**src/sv/adc_ts_pkg.sv**
```systemverilog
// Package for the ADC and touchscreen controller: transaction types, operation
// and register codes, reset values and the millivolt scaling constants.
// Depends on nothing; every other file of the block imports it.
package adc_ts_pkg;

   // Operation codes carried in a request transaction.
   localparam logic [2:0] OP_READ  = 3'd0;
   localparam logic [2:0] OP_WRITE = 3'd1;
   localparam logic [2:0] OP_TICK  = 3'd2;
   localparam logic [2:0] OP_PEN   = 3'd3;
   localparam logic [2:0] OP_AUX   = 3'd4;

   // Register word indexes (byte offset divided by four).
   localparam logic [2:0] REG_CONTROL = 3'd0;
   localparam logic [2:0] REG_TOUCH   = 3'd1;
   localparam logic [2:0] REG_DELAY   = 3'd2;
   localparam logic [2:0] REG_RESULT0 = 3'd3;
   localparam logic [2:0] REG_RESULT1 = 3'd4;
   localparam logic [2:0] REG_UPDOWN  = 3'd5;

   // Accepted access sizes and the first offset past the register map.
   localparam logic [2:0] SIZE_HALF = 3'd2;
   localparam logic [2:0] SIZE_WORD = 3'd4;
   localparam logic [4:0] MAP_END   = 5'h18;

   // Touch control modes (low two bits).
   localparam logic [1:0] MODE_X = 2'd1;
   localparam logic [1:0] MODE_Y = 2'd2;

   // Register widths and reset values.
   localparam int CONTROL_W = 15;
   localparam int TOUCH_W   = 9;
   localparam int DELAY_W   = 8;
   localparam int CODE_W    = 10;
   localparam int TAG_W     = 3;

   localparam logic [CONTROL_W-1:0] CONTROL_RESET = 15'h3fc4;
   localparam logic [TOUCH_W-1:0]   TOUCH_RESET   = 9'h058;
   localparam logic [DELAY_W-1:0]   DELAY_RESET   = 8'hff;

   // Control and touch control bit positions.
   localparam int CTRL_STANDBY_BIT = 2;
   localparam int CTRL_SEL_LSB     = 3;
   localparam int TOUCH_BOTH_BIT   = 2;
   localparam int TOUCH_UP_BIT     = 8;

   // Millivolt to 10-bit code: (mv * 1024 + 1650) / 3300. The quotient is
   // first estimated by a reciprocal multiply (at most one short), then fixed.
   localparam int unsigned SCALE_DIVISOR = 3300;
   localparam int unsigned SCALE_ROUND   = SCALE_DIVISOR / 2;
   localparam int unsigned SCALE_SHIFT   = 27;
   localparam int unsigned SCALE_RECIP   = (1 << SCALE_SHIFT) / SCALE_DIVISOR;

   // Request transaction.
   typedef struct packed {
      logic [2:0]         op;
      logic [4:0]         reg_offset;
      logic [2:0]         access_bytes;
      logic [15:0]        write_data;
      logic signed [15:0] pen_x;
      logic signed [15:0] pen_y;
      logic [3:0]         aux_channel;
      logic [15:0]        aux_millivolts;
   } req_item_type;

   // Response transaction.
   typedef struct packed {
      logic [15:0] read_data;
      logic        access_ok;
      logic        conversion_irq;
      logic        touch_irq;
      logic        start_while_busy;
   } rsp_item_type;

endpackage

```
**src/sv/adc_ts_req_if.sv**
```systemverilog
// Request channel interface of the ADC and touchscreen controller.
// Depends on adc_ts_pkg for the request transaction type.
interface adc_ts_req_if;
   import adc_ts_pkg::*;

   logic         valid;
   logic         ready;
   req_item_type payload;

   modport source (output valid, output payload, input ready);
   modport sink   (input valid, input payload, output ready);
endinterface

```
**src/sv/adc_ts_rsp_if.sv**
```systemverilog
// Response channel interface of the ADC and touchscreen controller.
// Depends on adc_ts_pkg for the response transaction type.
interface adc_ts_rsp_if;
   import adc_ts_pkg::*;

   logic         valid;
   logic         ready;
   rsp_item_type payload;

   modport source (output valid, output payload, input ready);
   modport sink   (input valid, input payload, output ready);
endinterface

```
**src/sv/adc_touchscreen_controller.sv**
```systemverilog
// Top level of the ADC and touchscreen controller: register map, conversion
// countdown, pen tracking and the response register.
// Depends on adc_ts_pkg, adc_ts_req_if, adc_ts_rsp_if and adc_ts_scale.
//
//   Channel    Direction  Transaction
//   req_chan   in         bus read/write, tick, pen position or aux voltage
//   rsp_chan   out        read data, access status and interrupt pulses
//
// One transaction is taken every cycle while responses are taken; its response
// passes the input register, then the response register, before it is offered.
// The throughput is set by the single execute step between those two
// registers, which holds the reciprocal correction of the voltage scaler.
// Reset is synchronous and restores the valid flags and the architectural state to their power-on values.
// A stalled response holds its register; the input register then fills and
// req_chan.ready falls until the response is taken.
module adc_touchscreen_controller #(
   parameter int AUX_CHANNELS     = 8,
   parameter int CONVERSION_TICKS = 3
) (
   input  logic          clock,
   input  logic          reset,
   adc_ts_req_if.sink    req_chan,
   adc_ts_rsp_if.source  rsp_chan
);
   import adc_ts_pkg::*;

   localparam int BUSY_W    = $clog2(CONVERSION_TICKS + 1);
   localparam int AUX_IDX_W = (AUX_CHANNELS > 1) ? $clog2(AUX_CHANNELS) : 1;

   // Handshake and pipeline control.
   logic         item_valid_ff, item_valid_in;
   req_item_type item_ff;
   logic         rsp_valid_ff, rsp_valid_in;
   rsp_item_type rsp_ff, rsp_in;
   logic         out_free, execute, load;

   // Architectural state.
   logic [CONTROL_W-1:0] control_ff, control_in;
   logic [TOUCH_W-1:0]   touch_ff, touch_in;
   logic [DELAY_W-1:0]   delay_ff, delay_in;
   logic [1:0]           updown_ff, updown_in;
   logic [CODE_W-1:0]    res_code_ff [2];
   logic [CODE_W-1:0]    res_code_in [2];
   logic [TAG_W-1:0]     res_tag_ff [2];
   logic [TAG_W-1:0]     res_tag_in [2];
   logic [BUSY_W-1:0]    busy_ff, busy_in;
   logic [1:0]           ready_ff, ready_in;
   logic                 pen_down_ff, pen_down_in;
   logic                 last_pen_ff, last_pen_in;
   logic [CODE_W-1:0]    pen_x_ff, pen_x_in;
   logic [CODE_W-1:0]    pen_y_ff, pen_y_in;
   logic [CODE_W-1:0]    aux_ff [AUX_CHANNELS];
   logic [CODE_W-1:0]    aux_in [AUX_CHANNELS];

   // Execute step working values.
   logic [CODE_W-1:0]    aux_code;
   logic [2:0]           word;
   logic                 bad_access;
   logic [2:0]           aux_sel;
   logic                 pen_down_now;

   // Flow control: the response register frees the execute step.
   assign out_free       = !rsp_valid_ff || rsp_chan.ready;
   assign execute        = item_valid_ff && out_free;
   assign req_chan.ready = !item_valid_ff || execute;
   assign load           = req_chan.valid && req_chan.ready;

   assign rsp_chan.valid   = rsp_valid_ff;
   assign rsp_chan.payload = rsp_ff;

   // Voltage scaler, loaded together with the input register.
   adc_ts_scale u_scale (
      .clock      (clock),
      .load       (load),
      .millivolts (req_chan.payload.aux_millivolts),
      .code       (aux_code)
   );

   // Execute step: decode the held transaction, form the response and the
   // next state.
   always_comb begin
      control_in  = control_ff;
      touch_in    = touch_ff;
      delay_in    = delay_ff;
      updown_in   = updown_ff;
      res_code_in = res_code_ff;
      res_tag_in  = res_tag_ff;
      busy_in     = busy_ff;
      ready_in    = ready_ff;
      pen_down_in = pen_down_ff;
      last_pen_in = last_pen_ff;
      pen_x_in    = pen_x_ff;
      pen_y_in    = pen_y_ff;
      aux_in      = aux_ff;
      rsp_in      = '0;

      word       = item_ff.reg_offset[4:2];
      bad_access = (item_ff.access_bytes != SIZE_HALF && item_ff.access_bytes != SIZE_WORD)
                   || (item_ff.reg_offset[1:0] != 2'b00)
                   || (item_ff.reg_offset >= MAP_END)
                   || (item_ff.op == OP_WRITE
                       && (word == REG_RESULT0 || word == REG_RESULT1));
      aux_sel      = control_ff[CTRL_SEL_LSB +: 3];
      pen_down_now = !item_ff.pen_x[15] && !item_ff.pen_y[15];

      unique case (item_ff.op) inside
         OP_READ, OP_WRITE: begin
            if (!bad_access) begin
               rsp_in.access_ok = 1'b1;
               unique case (word) inside
                  REG_CONTROL: begin
                     if (item_ff.op == OP_WRITE) begin
                        control_in = {item_ff.write_data[CONTROL_W-1:1], 1'b0};
                        if (item_ff.write_data[0]) begin
                           rsp_in.start_while_busy = (busy_ff != '0);
                           busy_in = BUSY_W'(CONVERSION_TICKS);
                        end
                     end else begin
                        rsp_in.read_data = {(ready_ff != 2'b00), control_ff};
                     end
                  end
                  REG_TOUCH: begin
                     if (item_ff.op == OP_WRITE) begin
                        touch_in = item_ff.write_data[TOUCH_W-1:0];
                     end else begin
                        rsp_in.read_data = 16'(touch_ff);
                     end
                  end
                  REG_DELAY: begin
                     if (item_ff.op == OP_WRITE) begin
                        delay_in = item_ff.write_data[DELAY_W-1:0];
                     end else begin
                        rsp_in.read_data = 16'(delay_ff);
                     end
                  end
                  REG_RESULT0, REG_RESULT1: begin
                     // Reading a result word clears its data-ready flag.
                     rsp_in.read_data = {!pen_down_ff, res_tag_ff[word[0] ^ 1'b1], 2'b00,
                                         res_code_ff[word[0] ^ 1'b1]};
                     ready_in[word[0] ^ 1'b1] = 1'b0;
                  end
                  REG_UPDOWN: begin
                     if (item_ff.op == OP_WRITE) begin
                        updown_in = item_ff.write_data[1:0];
                     end else begin
                        rsp_in.read_data = 16'(updown_ff);
                     end
                  end
                  default: begin
                  end
               endcase
            end
         end
         OP_TICK: begin
            // Standby freezes the tick entirely.
            if (!control_ff[CTRL_STANDBY_BIT]) begin
               if (touch_ff[TOUCH_UP_BIT] && !pen_down_ff) begin
                  updown_in[1] = 1'b1;
               end else if (!touch_ff[TOUCH_UP_BIT] && pen_down_ff) begin
                  updown_in[0] = 1'b1;
               end
               if (busy_ff != '0) begin
                  busy_in = busy_ff - BUSY_W'(1);
                  if (busy_ff == BUSY_W'(1)) begin
                     // Conversion complete: the mode picks what is stored.
                     rsp_in.conversion_irq = 1'b1;
                     if (touch_ff[1:0] == MODE_X) begin
                        res_code_in[0] = pen_x_ff;
                        res_tag_in[0]  = touch_ff[TAG_W-1:0];
                        ready_in[0]    = 1'b1;
                     end else if (touch_ff[1:0] == MODE_Y) begin
                        res_code_in[1] = pen_y_ff;
                        res_tag_in[1]  = touch_ff[TAG_W-1:0];
                        ready_in[1]    = 1'b1;
                     end else if (touch_ff[TOUCH_BOTH_BIT]) begin
                        res_code_in[0] = pen_x_ff;
                        res_code_in[1] = pen_y_ff;
                        res_tag_in[0]  = touch_ff[TAG_W-1:0];
                        res_tag_in[1]  = touch_ff[TAG_W-1:0];
                        ready_in       = 2'b11;
                     end else begin
                        // An auxiliary select beyond the fitted channels reads zero.
                        if ({1'b0, aux_sel} < 4'(AUX_CHANNELS)) begin
                           res_code_in[0] = aux_ff[aux_sel[AUX_IDX_W-1:0]];
                        end else begin
                           res_code_in[0] = '0;
                        end
                        res_tag_in[0] = touch_ff[TAG_W-1:0];
                        ready_in[0]   = 1'b1;
                     end
                  end
               end
            end
         end
         OP_PEN: begin
            pen_down_in = pen_down_now;
            pen_x_in    = item_ff.pen_x[CODE_W-1:0];
            pen_y_in    = item_ff.pen_y[CODE_W-1:0];
            // Report a change only in the direction being watched.
            if ((last_pen_ff != pen_down_now) && (touch_ff[1:0] != 2'b00)
                && (touch_ff[TOUCH_UP_BIT] == last_pen_ff)) begin
               rsp_in.touch_irq = 1'b1;
               last_pen_in      = pen_down_now;
            end
         end
         OP_AUX: begin
            if (item_ff.aux_channel < 4'(AUX_CHANNELS)) begin
               aux_in[item_ff.aux_channel[AUX_IDX_W-1:0]] = aux_code;
            end
         end
         default: begin
         end
      endcase
   end

   // Handshake valid flags.
   always_comb begin
      if (load) begin
         item_valid_in = 1'b1;
      end else if (execute) begin
         item_valid_in = 1'b0;
      end else begin
         item_valid_in = item_valid_ff;
      end
      if (execute) begin
         rsp_valid_in = 1'b1;
      end else if (rsp_chan.ready) begin
         rsp_valid_in = 1'b0;
      end else begin
         rsp_valid_in = rsp_valid_ff;
      end
   end

   // Payload registers.
   always_ff @(posedge clock) begin
      if (load) begin
         item_ff <= req_chan.payload;
      end
      if (execute) begin
         rsp_ff <= rsp_in;
      end
   end

   // Control and architectural state.
   always_ff @(posedge clock) begin
      if (reset) begin
         item_valid_ff <= 1'b0;
         rsp_valid_ff  <= 1'b0;
         control_ff    <= CONTROL_RESET;
         touch_ff      <= TOUCH_RESET;
         delay_ff      <= DELAY_RESET;
         updown_ff     <= '0;
         res_code_ff   <= '{default: '0};
         res_tag_ff    <= '{default: '0};
         busy_ff       <= '0;
         ready_ff      <= '0;
         pen_down_ff   <= 1'b0;
         last_pen_ff   <= 1'b0;
         pen_x_ff      <= '0;
         pen_y_ff      <= '0;
         aux_ff        <= '{default: '0};
      end else begin
         item_valid_ff <= item_valid_in;
         rsp_valid_ff  <= rsp_valid_in;
         if (execute) begin
            control_ff  <= control_in;
            touch_ff    <= touch_in;
            delay_ff    <= delay_in;
            updown_ff   <= updown_in;
            res_code_ff <= res_code_in;
            res_tag_ff  <= res_tag_in;
            busy_ff     <= busy_in;
            ready_ff    <= ready_in;
            pen_down_ff <= pen_down_in;
            last_pen_ff <= last_pen_in;
            pen_x_ff    <= pen_x_in;
            pen_y_ff    <= pen_y_in;
            aux_ff      <= aux_in;
         end
      end
   end

`ifndef SYNTHESIS
   // A response carries at most one kind of event.
   a_one_event: assert property (@(posedge clock) disable iff (reset)
      rsp_valid_ff |-> $onehot0({rsp_ff.access_ok, rsp_ff.conversion_irq, rsp_ff.touch_irq}))
      else $error("response flags more than one kind of event");

   // Read data and the busy error only come with an accepted bus access.
   a_data_needs_ok: assert property (@(posedge clock) disable iff (reset)
      rsp_valid_ff && (rsp_ff.read_data != '0 || rsp_ff.start_while_busy)
      |-> rsp_ff.access_ok)
      else $error("read data or busy error without an accepted access");

   // The countdown never exceeds its armed length.
   a_busy_range: assert property (@(posedge clock) disable iff (reset)
      busy_ff <= BUSY_W'(CONVERSION_TICKS))
      else $error("conversion countdown out of range");

   // A completed conversion leaves at least one result word flagged ready.
   a_irq_sets_ready: assert property (@(posedge clock) disable iff (reset)
      execute && rsp_in.conversion_irq |=> ready_ff != 2'b00)
      else $error("conversion completed without a ready result");
`endif

endmodule

```
**src/sv/adc_ts_scale.sv**
```systemverilog
// Two-step millivolt to 10-bit code scaler: reciprocal multiply at load,
// remainder correction on the registered estimate. Depends on adc_ts_pkg.
module adc_ts_scale (
   input  logic                         clock,
   input  logic                         load,
   input  logic [15:0]                  millivolts,
   output logic [adc_ts_pkg::CODE_W-1:0] code
);
   import adc_ts_pkg::*;

   // Only the low bits of the quotient and numerator are kept: the true
   // remainder lies below twice the divisor, so 13 bits recover it exactly.
   localparam int LO_W = 13;

   logic [26:0]     numerator;
   logic [42:0]     product;
   logic [LO_W-1:0] quot_lo_ff, quot_lo_in;
   logic [LO_W-1:0] num_lo_ff, num_lo_in;
   logic [LO_W-1:0] quot_times_div;
   logic [LO_W-1:0] remainder;

   // Rounded numerator and the reciprocal estimate of the quotient.
   always_comb begin
      numerator  = {11'd0, millivolts} * 27'd1024 + 27'(SCALE_ROUND);
      product    = 43'(numerator) * 43'(SCALE_RECIP);
      quot_lo_in = product[SCALE_SHIFT + LO_W - 1 : SCALE_SHIFT];
      num_lo_in  = numerator[LO_W-1:0];
   end

   // The estimate travels alongside the transaction in the input register.
   always_ff @(posedge clock) begin
      if (load) begin
         quot_lo_ff <= quot_lo_in;
         num_lo_ff  <= num_lo_in;
      end
   end

   // Add one where the remainder still holds a whole divisor.
   always_comb begin
      quot_times_div = LO_W'(quot_lo_ff * LO_W'(SCALE_DIVISOR));
      remainder      = num_lo_ff - quot_times_div;
      code           = quot_lo_ff[CODE_W-1:0]
                       + CODE_W'(remainder >= LO_W'(SCALE_DIVISOR));
   end

endmodule
```
**src/flat_wrapper.sv**
```systemverilog
// flat-port wrapper written by rule: the top's interface ports become plain ports
module adc_touchscreen_controller_flat import adc_ts_pkg::*;
#(
   parameter int AUX_CHANNELS     = 8,
   parameter int CONVERSION_TICKS = 3
)
  (clock, reset, req_chan_valid, req_chan_payload, req_chan_ready, rsp_chan_valid, rsp_chan_payload, rsp_chan_ready);
  adc_ts_req_if req_chan_i ();
  adc_ts_rsp_if rsp_chan_i ();
  input  logic clock;
  input  logic reset;
  input wire logic [$bits(req_chan_i.valid)-1:0] req_chan_valid;
  input wire logic [$bits(req_chan_i.payload)-1:0] req_chan_payload;
  output wire logic [$bits(req_chan_i.ready)-1:0] req_chan_ready;
  output wire logic [$bits(rsp_chan_i.valid)-1:0] rsp_chan_valid;
  output wire logic [$bits(rsp_chan_i.payload)-1:0] rsp_chan_payload;
  input wire logic [$bits(rsp_chan_i.ready)-1:0] rsp_chan_ready;
  assign req_chan_i.valid = req_chan_valid;
  assign req_chan_i.payload = req_chan_payload;
  assign req_chan_ready = req_chan_i.ready;
  assign rsp_chan_valid = rsp_chan_i.valid;
  assign rsp_chan_payload = rsp_chan_i.payload;
  assign rsp_chan_i.ready = rsp_chan_ready;
  adc_touchscreen_controller #(.AUX_CHANNELS(AUX_CHANNELS), .CONVERSION_TICKS(CONVERSION_TICKS)) u_core (.clock(clock), .reset(reset), .req_chan(req_chan_i), .rsp_chan(rsp_chan_i));
endmodule
```
**config.mk**
```make
export PLATFORM = sky130hd
export DESIGN_NAME = adc_touchscreen_controller_flat
export DESIGN_NICKNAME = d
export VERILOG_FILES = /design/src/sv/adc_ts_pkg.sv /design/src/sv/adc_ts_req_if.sv /design/src/sv/adc_ts_rsp_if.sv /design/src/sv/adc_touchscreen_controller.sv /design/src/sv/adc_ts_scale.sv /design/src/flat_wrapper.sv
export SDC_FILE = /design/constraint.sdc
export NUM_CORES = 1
export LEC_CHECK = 0
export ABC_AREA = 1
export BUFFER_PORTS_ARGS = -buffer_cell sky130_fd_sc_hd__buf_4
export CAP_MARGIN = 20
export CORE_ASPECT_RATIO = 1.1
export CORE_MARGIN = 4
export CORE_UTILIZATION = 50
export CTS_CLUSTER_DIAMETER = 80
export DETAILED_ROUTE_END_ITERATION = 6
export MAX_ROUTING_LAYER = met4
export PLACE_DENSITY = 0.79
export REMOVE_ABC_BUFFERS = 1
export SLEW_MARGIN = 20
export SYNTH_ARGS = -nofsm -noshare
export SYNTH_HDL_FRONTEND = slang
export SYNTH_HIERARCHICAL = 1
export SYNTH_SLANG_ARGS = --single-unit
```
**constraint.sdc**
```tcl
create_clock -name clock -period 8.2 [get_ports clock]
set_input_delay 0.82 -clock clock [delete_from_list [all_inputs] [get_ports clock]]
set_output_delay 0.82 -clock clock [all_outputs]
set_load 0.01 [all_outputs]
```
==> out/summary.md <==
The cell area after synthesis is 15900 sq um. Clock tree synthesis found a total of 253 sinks. Along the worst hold path, the cell count comes to 2.

The logs give 0 for the hold violation count in the final report and 0.52 ns for the worst-skew pair later-pin latency. The synthesized netlist devotes 2.37% of its cell area to XOR and XNOR gates. For this run, the top clock speed supported by timing is 164 MHz. The number of placed instances, taps included, is 2348.

The maximum single-stage delay on the critical path works out to 0.64 ns. The critical path goes through inv_1 -> ha_1 -> ha_1 -> inv_1 -> fa_1 -> inv_1 -> fa_1 -> inv_1 -> fa_1 -> inv_1 -> ha_1 -> xor2_1 -> ha_1 -> a21oi_1 -> nand3_1 -> nand3_1 -> ha_1 -> nand2_1 -> nor2_1 -> nand3_1 -> xor2_1 -> o21ai_0 -> a21oi_1. The top fanout value on the critical path is 8, and the post-layout net count is 2232. Yosys mapped a number of flops with a built-in enable equal to 86. The most common cell in the synthesized netlist is sky130_fd_sc_hd__nand2_1.

The final setup TNS was 0 ns. Counting the fill cells in the layout gives 2728. The share of cells above drive strength 1 came out at 10.5%. The logs give 0 for the post-detailed-route count of antenna-violating nets and 8.64 ns for the required time at the endpoint of the critical path. Ranked by total cell area, the synthesized netlist is headed by sky130_fd_sc_hd__dfxtp_1, sky130_fd_sc_hd__edfxtp_1, sky130_fd_sc_hd__fa_1. The placeable core region is 31400 sq um. Register-to-register setup slack: 2.08 ns. Hold repair after CTS inserted 0 buffers.

Final-report max-slew violation count: 0. The async set or reset register ratio after synthesis was 0%. After synthesis, the most frequently instantiated cells are sky130_fd_sc_hd__nand2_1, sky130_fd_sc_hd__inv_1, sky130_fd_sc_hd__a21oi_1, sky130_fd_sc_hd__dfxtp_1, sky130_fd_sc_hd__nor2_1. The cell with the largest stage delay on the worst path is sky130_fd_sc_hd__xor2_1. The critical path class was reg2reg.

The number of antenna violations at the first check in global routing was 0. For this run, the total global-route usage over all layers was measured as 21.7%. The flow ran to the end, and the final reports show no timing, DRC or antenna violations.

The synthesized instance count is 1892. The combined flip-flop and latch cell area is 5930 sq um. For this run, the leading register cell type out of synthesis is sky130_fd_sc_hd__dfxtp_1.

Row generation in the floorplan step produced 68 rows. Data arrives at the worst endpoint at 6.55 ns. After detailed placement, the total cell area comes to 16900 sq um. The tools report the area taken by multi-input logic gates as 8580 sq um. Once detailed placement completed, the half-perimeter wirelength came to 27300 um. The worst register-to-register path begins at u_core/u_scale/quot_lo_ff[0]$_DFFE_PP_.

After the flow finishes, the layout carries non-filler instances totaling 2394. After clock tree synthesis, the clock-pin slew on the worst setup and hold paths is 0.06 ns. The endpoint class of the critical path is a flop. The worst path uses 74.6% of the clock period. 105 I/O pins were placed.

Number of storage elements in the synthesis netlist: 253. The largest total area in the synthesized netlist belongs to sky130_fd_sc_hd__dfxtp_1. In the routed layout, each cell is associated on average with a via count of 5.42.

In this run the vertical extent of the chip is 195 um. The final number of setup-violating endpoints is 0. The path class of the lowest-slack min-delay path is reg2reg. The post-route cell area was 17800 sq um. The dominant delay contributor by cell family on the critical path was adder cells.

The remaining max-slew budget at the tightest pin is 34.2%, and the post-detailed-route wirelength per cell is 15.5 um. The clock passes through at most 3 buffers. Of the synthesized area, sequential elements account for 37.2%. The tools report the startpoint class of the critical path as a flop. The worst register-to-register path has a depth of 23. TritonCTS built the clock tree. The sum of buffers and inverters on the critical path was 5; the post-synthesis average cell area was 8.42 sq um.

Entering global routing, the biggest net connects 83 pins. The routed design could run at a clock period as short as 6.12 ns. The number of antenna diodes in the final layout is 0. From synthesis to final layout, the design area changed by 11.7%.

Before antenna repair, the detailed router went through 7 iterations. The total congestion overflow was 0. The number of levels in the clock H-tree is 1, and the mux contribution to synthesized area is 0%. The total number of vias is 13000. The path with the worst hold slack has its endpoint at u_core/aux_ff[26]$_SDFFE_PP0P_.

The congestion estimate from routability-driven global placement came to 0.972. The total clock buffers created by CTS was 25; the clock skew after layout was 0.00999 ns. After synthesis, the largest area contributor takes up 21.0% of total cell area. The initial utilization of the core area, before any placement, comes to 50.7%. The worst register-to-register path ends at u_core/aux_ff[29]$_SDFFE_PP0P_. Across the run, the number of max-cap violations was 0. Combinational family with the most area after synthesis: adder cells.

The synthesized netlist devotes 13.7% of its cell area to compound gates. The synthesized netlist devotes 18.1% of its cell area to simple gates. Wire length of the first global-routing pass: 61100 um. The number of port buffers is 93. Yosys mapped the design onto 47 distinct sky130hd cell types. The width of the die was 178 um. The tree is rooted in a sky130_fd_sc_hd__clkbuf_16.

The worst-margin pin slew was 0.983 ns; the area share of fa/ha/maj cells after synthesis was 19.7%. The floorplan step defined a die boundary enclosing 34800 sq um. For this block, the routed nets add up to 37100 um of wire.

Starting DRC count in detailed routing: 1033. The post-cts gate resize count is 0, and the number of setup buffers added after CTS is 0. The worst hold path begins at u_core/aux_ff[26]$_SDFFE_PP0P_. For the post-route DRC violation count, the log shows 0.

The tools report the via count of the first global-routing pass as 12700. Setup repair after global routing left no endpoint under its margin. The number of synthesis warnings came out at 6.
## layout make-up
class / count / area share, %
Sequential cell: 253 / 33.3
Multi-Input combinational cell: 1280 / 48.3
Clock buffer: 28 / 3.70
Tap cell: 420 / 2.96
Timing Repair Buffer: 104 / 4.39
Clock inverter: 18 / 1.20
Inverter: 291 / 6.14
## cell families (layout without fill, tap and decap cells)
group / count (synthesis) / count (layout)
AOI/OAI and AO/OA: 395 / 395
xor gates and xnor gates: 43 / 43
buffers and inverters: 359 / 441
and+or+nand+nor: 648 / 648
adders and majority gates: 194 / 194
DFF: 253 / 253
## worst max path at each step
stage,from,end,slack (ns),cells after the start
after floorplan,req_chan_payload[0],u_core/u_scale/quot_lo_ff[9]$_DFFE_PP_,2.28,21
final,u_core/u_scale/quot_lo_ff[0]$_DFFE_PP_,u_core/aux_ff[29]$_SDFFE_PP0P_,2.08,23
after detailed placement,req_chan_payload[0],u_core/u_scale/quot_lo_ff[5]$_DFFE_PP_,1.56,19
after global routing,u_core/u_scale/quot_lo_ff[0]$_DFFE_PP_,u_core/aux_ff[56]$_SDFFE_PP0P_,1.62,23
after CTS,u_core/u_scale/quot_lo_ff[0]$_DFFE_PP_,u_core/aux_ff[29]$_SDFFE_PP0P_,2.07,23
after global placement,req_chan_payload[0],u_core/u_scale/quot_lo_ff[3]$_DFFE_PP_,1.64,20
## tightest hold or removal path, cell delays in order, from the launching register on
cell,delay [ns]
sky130_fd_sc_hd__dfxtp_1,0.30
sky130_fd_sc_hd__inv_1,0.06
sky130_fd_sc_hd__a21oi_1,0.05
## state kept, by name, indices dropped and copies added (netlist names)
signal	cells
u_core/aux_ff	80
u_core/busy_ff	2
u_core/control_ff	14
u_core/delay_ff	8
u_core/item_ff	52
u_core/item_valid_ff	1
u_core/last_pen_ff	1
u_core/pen_down_ff	1
u_core/pen_x_ff	10
u_core/pen_y_ff	10
u_core/ready_ff	2
u_core/res_code_ff	20
u_core/res_tag_ff	6
u_core/rsp_chan.payload	20
u_core/rsp_chan.valid	1
u_core/touch_ff	9
u_core/u_scale/num_lo_ff	3
u_core/u_scale/quot_lo_ff	11
u_core/updown_ff	2
## per-stage QoR
| stage | hold WS [ns] | setup WS [ns] | util [%] |
|---|---|---|---|
| 4_1_cts | 0.455 | 2.07 | 56.6 |
| 5_1_grt | 0.449 | 1.62 | 56.6 |
| 6_report | 0.452 | 2.08 | 56.6 |
| 3_3_place_gp | 0.439 | 1.64 | 53.8 |
| 2_1_floorplan | 0.422 | 2.28 | - |
| 3_5_place_dp | 0.439 | 1.56 | 53.8 |
## cell usage in the layout, fill, tap and decap left out, types with 3 or more instances in the layout
master	Yosys	final
sky130_fd_sc_hd__nor4_1	3	3
sky130_fd_sc_hd__clkinvlp_4	0	3
sky130_fd_sc_hd__nand2_4	6	6
sky130_fd_sc_hd__dfxtp_1	167	167
sky130_fd_sc_hd__xor2_1	29	29
sky130_fd_sc_hd__nand3_1	134	134
sky130_fd_sc_hd__nor2_4	5	5
sky130_fd_sc_hd__fa_1	95	95
sky130_fd_sc_hd__o211ai_2	10	10
sky130_fd_sc_hd__nor3_1	6	6
sky130_fd_sc_hd__a21o_1	4	4
sky130_fd_sc_hd__nor2_2	6	6
sky130_fd_sc_hd__ha_1	99	99
sky130_fd_sc_hd__o21ai_0	133	133
sky130_fd_sc_hd__nand2_1	309	309
sky130_fd_sc_hd__o221ai_1	3	3
sky130_fd_sc_hd__o211ai_1	22	22
sky130_fd_sc_hd__edfxtp_1	86	86
sky130_fd_sc_hd__nand2_2	10	10
sky130_fd_sc_hd__buf_4	8	104
sky130_fd_sc_hd__a21oi_1	197	197
sky130_fd_sc_hd__inv_2	7	9
sky130_fd_sc_hd__a22oi_1	5	5
sky130_fd_sc_hd__clkinv_2	0	4
sky130_fd_sc_hd__o21ai_1	6	6
sky130_fd_sc_hd__nand4_1	13	13
sky130_fd_sc_hd__bufinv_16	0	4
sky130_fd_sc_hd__inv_1	283	281
sky130_fd_sc_hd__xnor2_1	14	14
sky130_fd_sc_hd__a31oi_1	7	7
sky130_fd_sc_hd__nor2_1	140	140
sky130_fd_sc_hd__clkbuf_16	0	25
sky130_fd_sc_hd__nand3b_1	4	4
sky130_fd_sc_hd__nand3_2	4	4
## metal layers
layer	up-vias	wire length, um	global-route usage [%]	part of all wire, %
met1	6180	15100	26.5	41
li1	6328	-	-	-
met5	-	0	-	0
met2	398	18900	37.9	51
met3	76	1960	1.92	5.3
met4	0	1080	6.96	2.9
Power is not shown: default switching activity piles up to over one toggle a cycle in this logic, so the estimate is an artifact.
